`config.mk`:
```
export PLATFORM = sky130hd
export DESIGN_NAME = ps2_keypad_receiver_queue_top_flat
export DESIGN_NICKNAME = d
export VERILOG_FILES = /design/src/sv/pkrq_pkg.sv /design/src/sv/pkrq_if.sv /design/src/sv/pkrq_ram.sv /design/src/sv/pkrq_line.sv /design/src/sv/pkrq_queue.sv /design/src/sv/ps2_keypad_receiver_queue_top.sv /design/src/flat_wrapper.sv
export SDC_FILE = /design/constraint.sdc
export NUM_CORES = 1
export LEC_CHECK = 0
export BUFFER_PORTS_ARGS = -buffer_cell sky130_fd_sc_hd__buf_2
export CAP_MARGIN = 10
export CORE_UTILIZATION = 35
export CTS_CLUSTER_DIAMETER = 120
export DETAILED_ROUTE_END_ITERATION = 8
export SYNTH_ARGS = -nofsm -noshare
export SYNTH_HDL_FRONTEND = slang
export SYNTH_SLANG_ARGS = --single-unit
```
`constraint.sdc`:
```
create_clock -name clk -period 6.45 [get_ports clk]
set_input_delay 0.9675 -clock clk [delete_from_list [all_inputs] [get_ports clk]]
set_output_delay 0.9675 -clock clk [all_outputs]
set_load 0.02 [all_outputs]
```
`src/sv/pkrq_pkg.sv`:
```
`default_nettype none

package pkrq_pkg;

  localparam int QUEUE_DEPTH = 64;
  localparam int QA_W        = $clog2(QUEUE_DEPTH);
  localparam int QC_W        = $clog2(QUEUE_DEPTH + 1);
  localparam int CODE_W      = 8;
  localparam int CFG_IDX_W   = 3;
  localparam int COUNT_OUT_W = 7;
  localparam int NUM_FKEYS   = 5;

  localparam logic [CODE_W-1:0] CODE_EXTENDED = 8'hC0;
  localparam logic [CODE_W-1:0] CODE_SELFTEST = 8'hAA;
  localparam logic [CODE_W-1:0] HOST_BYTE_RST = 8'hFF;

  // Bit slots of the host frame and the keypad frame.
  localparam logic [3:0] TX_DATA_BITS  = 4'd8;
  localparam logic [3:0] TX_PARITY_BIT = 4'd8;
  localparam logic [3:0] TX_FRAME_BITS = 4'd10;
  localparam logic [3:0] RX_DATA_FIRST = 4'd1;
  localparam logic [3:0] RX_DATA_LAST  = 4'd8;
  localparam logic [3:0] RX_STOP_BIT   = 4'd10;
  localparam logic [1:0] TRIPLET_LAST  = 2'd2;

  typedef logic [CODE_W-1:0] code_t;
  typedef logic [NUM_FKEYS-1:0][CODE_W-1:0] fkey_set_t;

  typedef enum logic [2:0] {
    CMD_EDGE   = 3'd0,
    CMD_READ   = 3'd1,
    CMD_PEEK   = 3'd2,
    CMD_FLUSH  = 3'd3,
    CMD_PUSH   = 3'd4,
    CMD_LOCK   = 3'd5,
    CMD_UNLOCK = 3'd6,
    CMD_NOP    = 3'd7
  } cmd_t;

  typedef enum logic [CFG_IDX_W-1:0] {
    REG_HOST_BYTE   = 3'd0,
    REG_FKEY_LOCK   = 3'd1,
    REG_FKEY_MULT   = 3'd2,
    REG_FKEY_TURN   = 3'd3,
    REG_FKEY_THREAD = 3'd4,
    REG_FKEY_SELECT = 3'd5
  } reg_idx_t;

  // Line engine status, next-state view.
  typedef struct packed {
    logic  drive;
    logic  level;
    logic  key_push;
    code_t key_code;
  } line_stat_t;

  // One committed beat as seen by the queue.
  typedef struct packed {
    logic  commit;
    cmd_t  cmd;
    code_t push_code;
    logic  rx_push;
    code_t rx_code;
  } q_req_t;

  typedef struct packed {
    logic            key_valid;
    code_t           key_code;
    logic [QC_W-1:0] count;
    logic            locked;
  } q_res_t;

endpackage

`default_nettype wire

```
`src/sv/pkrq_if.sv`:
```
`default_nettype none

interface pkrq_in_if import pkrq_pkg::*; ();
  logic  valid;
  logic  ready;
  cmd_t  command;
  logic  data_line;
  code_t push_code;

  modport source (output valid, command, data_line, push_code, input ready);
  modport sink   (input valid, command, data_line, push_code, output ready);
endinterface

interface pkrq_out_if import pkrq_pkg::*; ();
  logic                   valid;
  logic                   ready;
  logic                   line_drive;
  logic                   line_level;
  logic                   key_valid;
  code_t                  key_code;
  logic [COUNT_OUT_W-1:0] queue_count;
  logic                   locked_flag;

  modport source (output valid, line_drive, line_level, key_valid, key_code,
                  queue_count, locked_flag, input ready);
  modport sink   (input valid, line_drive, line_level, key_valid, key_code,
                  queue_count, locked_flag, output ready);
endinterface

interface pkrq_cfg_if import pkrq_pkg::*; ();
  logic                 valid;
  logic                 ready;
  logic [CFG_IDX_W-1:0] index;
  code_t                data;

  modport source (output valid, index, data, input ready);
  modport sink   (input valid, index, data, output ready);
endinterface

`default_nettype wire

```
`src/sv/pkrq_ram.sv`:
```
`default_nettype none

// Single-port-write, single-port-read RAM, registered read, write-first.
module pkrq_ram #(
  parameter int DEPTH = 64,
  parameter int WIDTH = 8
) (
  input  logic                     clk,
  input  logic                     we,
  input  logic [$clog2(DEPTH)-1:0] waddr,
  input  logic [WIDTH-1:0]         wdata,
  input  logic [$clog2(DEPTH)-1:0] raddr,
  output logic [WIDTH-1:0]         rdata
);

  logic [WIDTH-1:0] mem [DEPTH];

  always_ff @(posedge clk) begin
    if (we) begin
      mem[waddr] <= wdata;
    end
    rdata <= (we && (waddr == raddr)) ? wdata : mem[raddr];
  end

endmodule

`default_nettype wire

```
`src/sv/pkrq_line.sv`:
```
`default_nettype none

// PS/2 line engine: host byte out, then keypad frames in.
module pkrq_line import pkrq_pkg::*; (
  input  logic       clk,
  input  logic       rst_n,
  input  logic       tick,
  input  logic       dline,
  input  logic       host_wr,
  input  code_t      host_data,
  output line_stat_t stat
);

  logic [3:0] tx_idx_r, tx_idx_nxt;
  code_t      tx_shift_r, tx_shift_nxt;
  logic       tx_par_r, tx_par_nxt;
  logic       tx_lvl_r, tx_lvl_nxt;
  logic [3:0] rx_idx_r, rx_idx_nxt;
  code_t      rx_shift_r, rx_shift_nxt;
  logic [1:0] trip_r, trip_nxt;
  logic       push;

  always_ff @(posedge clk) begin
    if (!rst_n) begin
      tx_idx_r   <= '0;
      tx_shift_r <= HOST_BYTE_RST;
      tx_par_r   <= 1'b0;
      tx_lvl_r   <= 1'b0;
      rx_idx_r   <= '0;
      rx_shift_r <= '0;
      trip_r     <= '0;
    end else begin
      tx_idx_r   <= tx_idx_nxt;
      tx_shift_r <= tx_shift_nxt;
      tx_par_r   <= tx_par_nxt;
      tx_lvl_r   <= tx_lvl_nxt;
      rx_idx_r   <= rx_idx_nxt;
      rx_shift_r <= rx_shift_nxt;
      trip_r     <= trip_nxt;
    end
  end

  always_comb begin
    tx_idx_nxt   = tx_idx_r;
    tx_shift_nxt = tx_shift_r;
    tx_par_nxt   = tx_par_r;
    tx_lvl_nxt   = tx_lvl_r;
    rx_idx_nxt   = rx_idx_r;
    rx_shift_nxt = rx_shift_r;
    trip_nxt     = trip_r;
    push         = 1'b0;
    if (tick) begin
      if (tx_idx_r < TX_FRAME_BITS) begin
        if (tx_idx_r < TX_DATA_BITS) begin
          tx_lvl_nxt   = tx_shift_r[0];
          tx_par_nxt   = tx_par_r ^ tx_shift_r[0];
          tx_shift_nxt = {1'b0, tx_shift_r[CODE_W-1:1]};
        end else if (tx_idx_r == TX_PARITY_BIT) begin
          tx_lvl_nxt = ~tx_par_r;
        end else begin
          tx_lvl_nxt = 1'b0;
        end
        tx_idx_nxt = tx_idx_r + 4'd1;
      end else begin
        if (rx_idx_r >= RX_DATA_FIRST && rx_idx_r <= RX_DATA_LAST) begin
          rx_shift_nxt = {dline, rx_shift_r[CODE_W-1:1]};
        end
        if (rx_idx_r >= RX_STOP_BIT) begin
          if (rx_shift_r != CODE_EXTENDED) begin
            if (trip_r == TRIPLET_LAST) begin
              trip_nxt = '0;
              push     = 1'b1;
            end else begin
              trip_nxt = trip_r + 2'd1;
            end
            if (rx_shift_r == CODE_SELFTEST) begin
              trip_nxt = '0;
            end
          end
          rx_shift_nxt = '0;
          rx_idx_nxt   = '0;
        end else begin
          rx_idx_nxt = rx_idx_r + 4'd1;
        end
      end
    end else if (host_wr && tx_idx_r == '0) begin
      tx_shift_nxt = host_data;
    end
  end

  always_comb begin
    stat.drive    = (tx_idx_nxt < TX_FRAME_BITS);
    stat.level    = stat.drive & tx_lvl_nxt;
    stat.key_push = push;
    stat.key_code = rx_shift_r;
  end

endmodule

`default_nettype wire

```
`src/sv/pkrq_queue.sv`:
```
`default_nettype none

// Key queue: pointers, count and lock around a RAM whose read port
// always holds the entry at the head.
module pkrq_queue import pkrq_pkg::*; (
  input  logic      clk,
  input  logic      rst_n,
  input  q_req_t    req,
  input  fkey_set_t fkeys,
  output q_res_t    res
);

  logic [QA_W-1:0] head_r, head_nxt;
  logic [QA_W-1:0] tail_r, tail_nxt;
  logic [QC_W-1:0] cnt_r, cnt_nxt;
  logic            lock_r, lock_nxt;
  logic            we;
  code_t           wdata;
  code_t           head_data;
  logic            is_fkey;
  logic            not_full;

  function automatic logic [QA_W-1:0] wrap_next(input logic [QA_W-1:0] i);
    return (i == QA_W'(QUEUE_DEPTH - 1)) ? '0 : i + 1'b1;
  endfunction

  pkrq_ram #(
    .DEPTH (QUEUE_DEPTH),
    .WIDTH (CODE_W)
  ) u_ram (
    .clk   (clk),
    .we    (we),
    .waddr (tail_r),
    .wdata (wdata),
    .raddr (head_nxt),
    .rdata (head_data)
  );

  always_ff @(posedge clk) begin
    if (!rst_n) begin
      head_r <= '0;
      tail_r <= '0;
      cnt_r  <= '0;
      lock_r <= 1'b0;
    end else begin
      head_r <= head_nxt;
      tail_r <= tail_nxt;
      cnt_r  <= cnt_nxt;
      lock_r <= lock_nxt;
    end
  end

  always_comb begin
    is_fkey = 1'b0;
    for (int i = 0; i < NUM_FKEYS; i++) begin
      is_fkey = is_fkey | (fkeys[i] == head_data);
    end
  end

  assign not_full = (cnt_r < QC_W'(QUEUE_DEPTH));

  always_comb begin
    head_nxt      = head_r;
    tail_nxt      = tail_r;
    cnt_nxt       = cnt_r;
    lock_nxt      = lock_r;
    we            = 1'b0;
    wdata         = req.push_code;
    res.key_valid = 1'b0;
    res.key_code  = '0;
    if (req.commit) begin
      unique case (req.cmd)
        CMD_EDGE: begin
          if (req.rx_push && not_full) begin
            we       = 1'b1;
            wdata    = req.rx_code;
            tail_nxt = wrap_next(tail_r);
            cnt_nxt  = cnt_r + 1'b1;
          end
        end
        CMD_READ: begin
          if (!lock_r && cnt_r != '0) begin
            head_nxt = wrap_next(head_r);
            if (is_fkey) begin
              // re-queue at the tail; the count is unchanged
              we       = 1'b1;
              wdata    = head_data;
              tail_nxt = wrap_next(tail_r);
            end else begin
              res.key_valid = 1'b1;
              res.key_code  = head_data;
              cnt_nxt       = cnt_r - 1'b1;
            end
          end
        end
        CMD_PEEK: begin
          if (cnt_r != '0) begin
            res.key_valid = 1'b1;
            res.key_code  = head_data;
          end
        end
        CMD_FLUSH: begin
          head_nxt = tail_r;
          cnt_nxt  = '0;
        end
        CMD_PUSH: begin
          if (not_full) begin
            we       = 1'b1;
            tail_nxt = wrap_next(tail_r);
            cnt_nxt  = cnt_r + 1'b1;
          end
        end
        CMD_LOCK:   lock_nxt = 1'b1;
        CMD_UNLOCK: lock_nxt = 1'b0;
        default: ;
      endcase
    end
    res.count  = cnt_nxt;
    res.locked = lock_nxt;
  end

endmodule

`default_nettype wire

```
`src/sv/ps2_keypad_receiver_queue_top.sv`:
```
// Channel   Dir  Payload                                      Beat when
// in_chan   in   command, data_line, push_code                valid & ready
// out_chan  out  line_drive, line_level, key_valid, key_code,  valid & ready
//                queue_count, locked_flag
// cfg_chan  in   index, data (register write)                 valid & ready
//
// Cycles: one beat per cycle unless output stalls; result offered next cycle.
// The key RAM reads the next head entry every cycle, so read and peek find it
// waiting, and pointers, count and RAM all update in the cycle of the beat.
// Reset: rst_n synchronous, active low; no memory clearing pass.
// Stalls: out of reset, in_chan.ready is high while the output register is
// empty or its beat is taken this cycle; cfg_chan.ready is high.
`default_nettype none

module ps2_keypad_receiver_queue_top import pkrq_pkg::*; (
  input  logic        clk,
  input  logic        rst_n,
  pkrq_in_if.sink     in_chan,
  pkrq_out_if.source  out_chan,
  pkrq_cfg_if.sink    cfg_chan
);

  logic       in_beat;
  logic       cfg_beat;
  logic       host_wr;
  fkey_set_t  fkeys_r, fkeys_nxt;
  line_stat_t line_stat;
  q_req_t     q_req;
  q_res_t     q_res;

  // output register
  logic                   out_valid_r;
  logic                   out_drive_r;
  logic                   out_level_r;
  logic                   out_kv_r;
  code_t                  out_code_r;
  logic [COUNT_OUT_W-1:0] out_count_r;
  logic                   out_locked_r;

  // Take a new beat whenever the result slot is free or draining; hold off
  // while in reset.
  assign in_chan.ready = rst_n && (!out_valid_r || out_chan.ready);
  assign in_beat       = in_chan.valid && in_chan.ready;

  assign cfg_chan.ready = rst_n;
  assign cfg_beat       = cfg_chan.valid && cfg_chan.ready;

  // Register writes: host byte goes straight to the line engine, function
  // key codes are held here. Unknown indexes drop.
  always_comb begin
    fkeys_nxt = fkeys_r;
    host_wr   = 1'b0;
    if (cfg_beat) begin
      unique case (cfg_chan.index)
        REG_HOST_BYTE:   host_wr      = 1'b1;
        REG_FKEY_LOCK:   fkeys_nxt[0] = cfg_chan.data;
        REG_FKEY_MULT:   fkeys_nxt[1] = cfg_chan.data;
        REG_FKEY_TURN:   fkeys_nxt[2] = cfg_chan.data;
        REG_FKEY_THREAD: fkeys_nxt[3] = cfg_chan.data;
        REG_FKEY_SELECT: fkeys_nxt[4] = cfg_chan.data;
        default: ;
      endcase
    end
  end

  always_ff @(posedge clk) begin
    if (!rst_n) begin
      fkeys_r <= '0;
    end else begin
      fkeys_r <= fkeys_nxt;
    end
  end

  pkrq_line u_line (
    .clk       (clk),
    .rst_n     (rst_n),
    .tick      (in_beat && (in_chan.command == CMD_EDGE)),
    .dline     (in_chan.data_line),
    .host_wr   (host_wr),
    .host_data (cfg_chan.data),
    .stat      (line_stat)
  );

  always_comb begin
    q_req.commit    = in_beat;
    q_req.cmd       = in_chan.command;
    q_req.push_code = in_chan.push_code;
    q_req.rx_push   = line_stat.key_push;
    q_req.rx_code   = line_stat.key_code;
  end

  pkrq_queue u_queue (
    .clk   (clk),
    .rst_n (rst_n),
    .req   (q_req),
    .fkeys (fkeys_r),
    .res   (q_res)
  );

  // Hold the result until the sink takes it.
  always_ff @(posedge clk) begin
    if (!rst_n) begin
      out_valid_r <= 1'b0;
    end else if (in_beat) begin
      out_valid_r <= 1'b1;
    end else if (out_chan.ready) begin
      out_valid_r <= 1'b0;
    end
  end

  always_ff @(posedge clk) begin
    if (in_beat) begin
      out_drive_r  <= line_stat.drive;
      out_level_r  <= line_stat.level;
      out_kv_r     <= q_res.key_valid;
      out_code_r   <= q_res.key_code;
      out_count_r  <= COUNT_OUT_W'(q_res.count);
      out_locked_r <= q_res.locked;
    end
  end

  assign out_chan.valid       = out_valid_r;
  assign out_chan.line_drive  = out_drive_r;
  assign out_chan.line_level  = out_level_r;
  assign out_chan.key_valid   = out_kv_r;
  assign out_chan.key_code    = out_code_r;
  assign out_chan.queue_count = out_count_r;
  assign out_chan.locked_flag = out_locked_r;

endmodule

`default_nettype wire

```
`src/flat_wrapper.sv`:
```
// flat-port wrapper written by rule: the top's interface ports become plain ports
module ps2_keypad_receiver_queue_top_flat import pkrq_pkg::*;
  (clk, rst_n, in_chan_valid, in_chan_command, in_chan_data_line, in_chan_push_code, in_chan_ready, out_chan_valid, out_chan_line_drive, out_chan_line_level, out_chan_key_valid, out_chan_key_code, out_chan_queue_count, out_chan_locked_flag, out_chan_ready, cfg_chan_valid, cfg_chan_index, cfg_chan_data, cfg_chan_ready);
  pkrq_in_if in_chan_i ();
  pkrq_out_if out_chan_i ();
  pkrq_cfg_if cfg_chan_i ();
  input  logic clk;
  input  logic rst_n;
  input wire logic [$bits(in_chan_i.valid)-1:0] in_chan_valid;
  input wire logic [$bits(in_chan_i.command)-1:0] in_chan_command;
  input wire logic [$bits(in_chan_i.data_line)-1:0] in_chan_data_line;
  input wire logic [$bits(in_chan_i.push_code)-1:0] in_chan_push_code;
  output wire logic [$bits(in_chan_i.ready)-1:0] in_chan_ready;
  output wire logic [$bits(out_chan_i.valid)-1:0] out_chan_valid;
  output wire logic [$bits(out_chan_i.line_drive)-1:0] out_chan_line_drive;
  output wire logic [$bits(out_chan_i.line_level)-1:0] out_chan_line_level;
  output wire logic [$bits(out_chan_i.key_valid)-1:0] out_chan_key_valid;
  output wire logic [$bits(out_chan_i.key_code)-1:0] out_chan_key_code;
  output wire logic [$bits(out_chan_i.queue_count)-1:0] out_chan_queue_count;
  output wire logic [$bits(out_chan_i.locked_flag)-1:0] out_chan_locked_flag;
  input wire logic [$bits(out_chan_i.ready)-1:0] out_chan_ready;
  input wire logic [$bits(cfg_chan_i.valid)-1:0] cfg_chan_valid;
  input wire logic [$bits(cfg_chan_i.index)-1:0] cfg_chan_index;
  input wire logic [$bits(cfg_chan_i.data)-1:0] cfg_chan_data;
  output wire logic [$bits(cfg_chan_i.ready)-1:0] cfg_chan_ready;
  assign in_chan_i.valid = in_chan_valid;
  assign in_chan_i.command = in_chan_command;
  assign in_chan_i.data_line = in_chan_data_line;
  assign in_chan_i.push_code = in_chan_push_code;
  assign in_chan_ready = in_chan_i.ready;
  assign out_chan_valid = out_chan_i.valid;
  assign out_chan_line_drive = out_chan_i.line_drive;
  assign out_chan_line_level = out_chan_i.line_level;
  assign out_chan_key_valid = out_chan_i.key_valid;
  assign out_chan_key_code = out_chan_i.key_code;
  assign out_chan_queue_count = out_chan_i.queue_count;
  assign out_chan_locked_flag = out_chan_i.locked_flag;
  assign out_chan_i.ready = out_chan_ready;
  assign cfg_chan_i.valid = cfg_chan_valid;
  assign cfg_chan_i.index = cfg_chan_index;
  assign cfg_chan_i.data = cfg_chan_data;
  assign cfg_chan_ready = cfg_chan_i.ready;
  ps2_keypad_receiver_queue_top u_core (.clk(clk), .rst_n(rst_n), .in_chan(in_chan_i), .out_chan(out_chan_i), .cfg_chan(cfg_chan_i));
endmodule
```
# After elaboration in Yosys (flattened, before gate mapping)
# Memory sizes are Yosys's and may differ from the RTL's. A register that Yosys moved wholly into a read port is not among the register bits.
# Index checks and enable logic that the tools add are counted.
# op_classes
n_lt_le_gt_ge	7
n_eq_ne	28
reduce_logical	30
muxes	59
n_addsub	7
bitwise	8
# ops
cell	count
$mux 8	10
$mux 6	8
$eq 8x8->1	5
$mux 7	5
$pmux 7 s4	1
$mux 9	3
$mux 1	21
$pmux 6 s3	1
$pmux 9 s2	1
$pmux 8 s2	1
$eq 3x3->1 const B	5
$add 6x1->6 const B	2
$eq 3x2->1 const B	4
$eq 6x6->1 const B	2
$lt 4x4->1 const B	3
$mux 4	3
$pmux 6 s2	1
$reduce_and 2->1	6
$reduce_and 3->1	3
$add 4x1->4 const B	2
$eq 8x8->1 const B	1
$logic_and 1x1->1	8
$ne 2x2->1 const B	4
$ne 8x8->1 const B	1
other kinds (27)	38
# totals
output_inout_bits	22
elab_cells	163
inputBits	28
reg_bits	108
n_memories	1
mem_bits_rw	512
# mem_list
name	depth	word_bits	read_ports	rd_clocked_by_memory_dff	wr	line_no	text
u_core.u_queue.u_ram.mem	64	8	1	1	1	pkrq_ram.sv:16	logic [WIDTH-1:0] mem [DEPTH];

# Logic depth before layout (Yosys ltp)
# depth
ltp_word	12
mapped_depth	19
ltp_nobuf	11

# Cells and area by module
# Synthesis repeated with hierarchy kept, for this count alone.
# unflattened
cells_unflattened	1633
area_unflattened_um2	26281.5
# by_module_without_submodules
module	instances	area_each_um2	cells_each
pkrq_ram	1	20126.8	938
pkrq_queue	1	2492.4	331
ps2_keypad_receiver_queue_top	1	2214.6	205
pkrq_line	1	1447.6	159

# Worst setup path after synthesis
# OpenSTA, ideal clock, no wires.
# synth_timing
path_type	register -> register
startpoint	register with a tool-made name
endpoint	memory u_core.u_queue.u_ram.mem[0][7], data pin
t_arrival_ns	6.209
path_stages_with_launch	16
path_buffers	4
slack_ns	-0.478
setup_ns	0.719
cell_sequence	dfxtp_1 buf_6 buf_8 buf_8 mux4_1 mux4_2 nand2b_1 a32o_1 buf_2 xnor2_1 nand3_1 nor4_1 nor3_2 a21oi_1 mux2_1 o31ai_1
# synth_lines
element	line_no
end: declaration	pkrq_ram.sv:16

==> impl_metrics.csv <==
group,metric,value,unit
status,status,"complete, no violations",
yosys,avgSynthCellArea,15.4,um^2
route,initialDrtViolationCount,1621,
clock_network,post_cts.repair.setup_buffers,0,
yosys,synth_top_cell_area_share,60.2,%
floorplan,fp.dieH,277,um
floorplan,initial_core_util,35.5,%
placed_design,hpwl,45600,um
clock_network,h-tree-depth,3,
yosys,ys_seq_area_share,67.4,%
finish,layout_commonest_cell,"edfxtp_1",
min_path,hold_path_class,"flip-flop to flip-flop",
sta,fmax,0.171,GHz
grt,overflow,0,
route,vias,16000,
route,via_per_inst,5.54,
floorplan,rows,100,
yosys,yosys_warnings,0,
sta,setup-violations-final,0,
route,routed_wirelength,70700,um
floorplan,ios,50,
yosys,synth_area,26500,um^2
route,drc,0,
pwr,power_density,277,nW/um^2
finish,layout-area-overhead-vs-synth,16.0,%
clock_network,cts.path.max_buffers,3,
pwr,ir_drop,0.177,mV
sta,fin_skew,0.0207,ns
setup_path,cp-end-kind,"flip-flop",
sta,fin_setup_tns,0,ns
sta,drv_slew,0,
route,wl_per_cell,24.6,um
setup_path,worstPathMaxFanout,24,
grt,grt_pass1_vias,15600,
finish,fill_cells,6612,
sta,rsz0062_at_grt,"false",
sta,worst_pin_slew,1.21,ns
grt,grt_pass1_wl,105000,um
route,ant_nets,0,
sta,period_share,90.7,%
sta,hold_viol,0,
yosys,synthTopCellsByArea,"edfxtp_1 60%, dfxtp_1 7.2%, mux4_2 6.8%",
yosys,synthCells,1723,
clock_network,clkTransAtPathRegs,0.06,ns
floorplan,core_area,74700,um^2
grt,antenna_found_initial,2,
yosys,ys_async_sr_fraction,0,%
sta,relSlewSlack,18.5,%
yosys,ys_seq_elements,626,
pwr,p_leak,9.95,nW
clock_network,insertion_delay,0.61,ns
yosys,yosysUniqueCellTypes,87,
grt,grt_use_total,18.4,%
yosys,synth_fp_nets,1762,
clock_network,ctsResizeCount,0,
finish,final_cells,2879,
yosys,synth_top_area_cell,"edfxtp_1",
setup_path,worstSetupStartpointType,"flip-flop",
clock_network,root_buffer,"clkbuf_16",
placed_design,place.port_buffers,49,
finish,layout_common_cells,"531 x edfxtp_1, 165 x nor2_1, 137 x mux2i_1",
floorplan,die_area,76800,um^2
route,first_pass_iters,5,
setup_path,required,6.75,ns
placed_design,gp_congestion,0.873,
job,max_cap_violations,0,
setup_path,arrival,6.15,ns
floorplan,die_x,277,um
clock_network,cts_sinks,626,
grt,grt_max_degree,72,
clock_network,cts_hold_buf,0,
placed_design,dp_cells,2758,
clock_network,cts_buffers,67,
sta,min_period,5.85,ns
clock_network,cts_tree,"built",
yosys,synth_edf_count,531,
finish,final_nets,1898,
yosys,synth_ff_type,"edfxtp_1",
finish,drive_gt1_share,21.1,%
setup_path,crit_type,"flip-flop to flip-flop",
## state kept, by name, summed over array words and instances, names as in the netlist, named ones only
register                     flops
u_core.u_queue.head_r            6
u_core.out_chan.valid            1
u_core.u_line.trip_r             2
u_core.u_queue.cnt_r             7
u_core.u_line.rx_idx_r           4
u_core.u_line.tx_idx_r           4
u_core.out_chan.queue_count      7
u_core.out_chan.key_code         8
u_core.u_queue.tail_r            6
u_core.u_line.rx_shift_r         8
u_core.u_line.tx_shift_r         8
u_core.u_line.tx_lvl_r           1
u_core.u_queue.lock_r            1
u_core.out_chan.line_level       1
u_core.u_line.tx_par_r           1
u_core.u_queue.u_ram.mem       512
u_core.out_chan.key_valid        1
u_core.fkeys_r                  40
u_core.out_chan.line_drive       1
u_core.out_chan.locked_flag      1
## area by class of cell
| class | instances | area, um^2 | area share [%] |
|---|---|---|---|
| clock buffers | 78 | 1770 | 5.76 |
| clock inverters | 40 | 393 | 1.28 |
| diodes | 2 | 5.00 | 0.0163 |
| inverters | 28 | 105 | 0.342 |
| multi-input cells | 968 | 8100 | 26.3 |
| repair buffers | 168 | 1300 | 4.23 |
| well taps | 969 | 1210 | 3.94 |
| flip-flops and latches | 626 | 17900 | 58.1 |
## synthesized netlist by cell type, drive strengths merged (10+ instances only)
cell	n
nand2	79
and2	12
buf	45
mux2i	137
inv	28
dfxtp	95
edfxtp	531
clkbuf	56
nand2b	15
a22oi	44
mux2	12
or3	10
a31oi	11
o22ai	19
mux4	93
nor2	165
nor2b	11
nor3	44
ha	11
and3	15
o21ai	35
nor4	16
a21oi	49
nand4	12
xnor2	11
nand3	37
## worst max-delay path, cell delays in order, from the launching register on
cell,delay [ns]
dfxtp_4,0.69
buf_12,0.26
buf_4,0.20
mux2i_1,0.11
a22oi_1,0.20
a21oi_1,0.20
o41ai_1,1.03
and3_1,0.27
o2111ai_1,0.14
nor4_1,0.39
o31ai_1,0.21
nand3_4,0.18
buf_4,0.20
nand4_1,0.83
nor2_1,0.37
buf_4,0.23
## logic make-up (layout without fill, tap and decap cells)
group / after synthesis / count (layout) / share of synthesized area [%]
DFF: 626 / 626 / 67.4
and+or+nand+nor: 455 / 455 / 8.73
AOI/OAI and AO/OA: 242 / 242 / 6.33
muxes: 242 / 242 / 13.8
buffers and inverters: 129 / 314 / 2.67
xor gates and xnor gates: 18 / 18 / 0.595
adders and majority gates: 11 / 11 / 0.520
other: 0 / 2 / 0
## final timing paths
check	from	depth (start not counted)	slack (ns)	end
setup / recovery	flip-flop	15	0.60	u_core.u_queue.u_ram.mem[27][5]$_DFFE_PP_
hold / removal	u_core.u_line.tx_shift_r[7]$_SDFFE_PN1P_	2	0.48	u_core.u_line.tx_shift_r[7]$_SDFFE_PN1P_
setup reg to reg	flip-flop	15	0.60	u_core.u_queue.u_ram.mem[27][5]$_DFFE_PP_
hold reg to reg	u_core.u_line.tx_shift_r[7]$_SDFFE_PN1P_	2	0.48	u_core.u_line.tx_shift_r[7]$_SDFFE_PN1P_
## stage by stage
step	setup WS (ns)	area [um^2]	util (%)	hold slack (ns)	total power, W
6_report	0.599	30700	41.2	0.481	0.00852
5_1_grt	0.428	30700	41.2	0.507	0.00876
4_1_cts	0.669	30700	41.1	0.485	0.00859
3_5_place_dp	0.735	28600	38.2	0.472	0.00478
3_3_place_gp	0.775	28600	38.2	0.468	0.00478
2_1_floorplan	0.531	26500	-	0.455	0.00467
## where the power goes
part | total (W) | internal [W] | switching (W)
logic | 0.000284 | 0.0000887 | 0.000195
registers | 0.00441 | 0.00440 | 0.0000112
clock network | 0.00383 | 0.00225 | 0.00158
total | 0.00852 | 0.00674 | 0.00178
## metal layers
layer	vias up	part of all wire, %	track usage (%)	wire length (um)
met5	-	0.025	0	18
met4	2	2.5	5.60	1770
met3	110	8.0	4.40	5660
met2	700	46	28.8	32800
met1	8104	43	25.3	30500
li1	7047	-	-	-
Power figures use the tool's default switching activity.
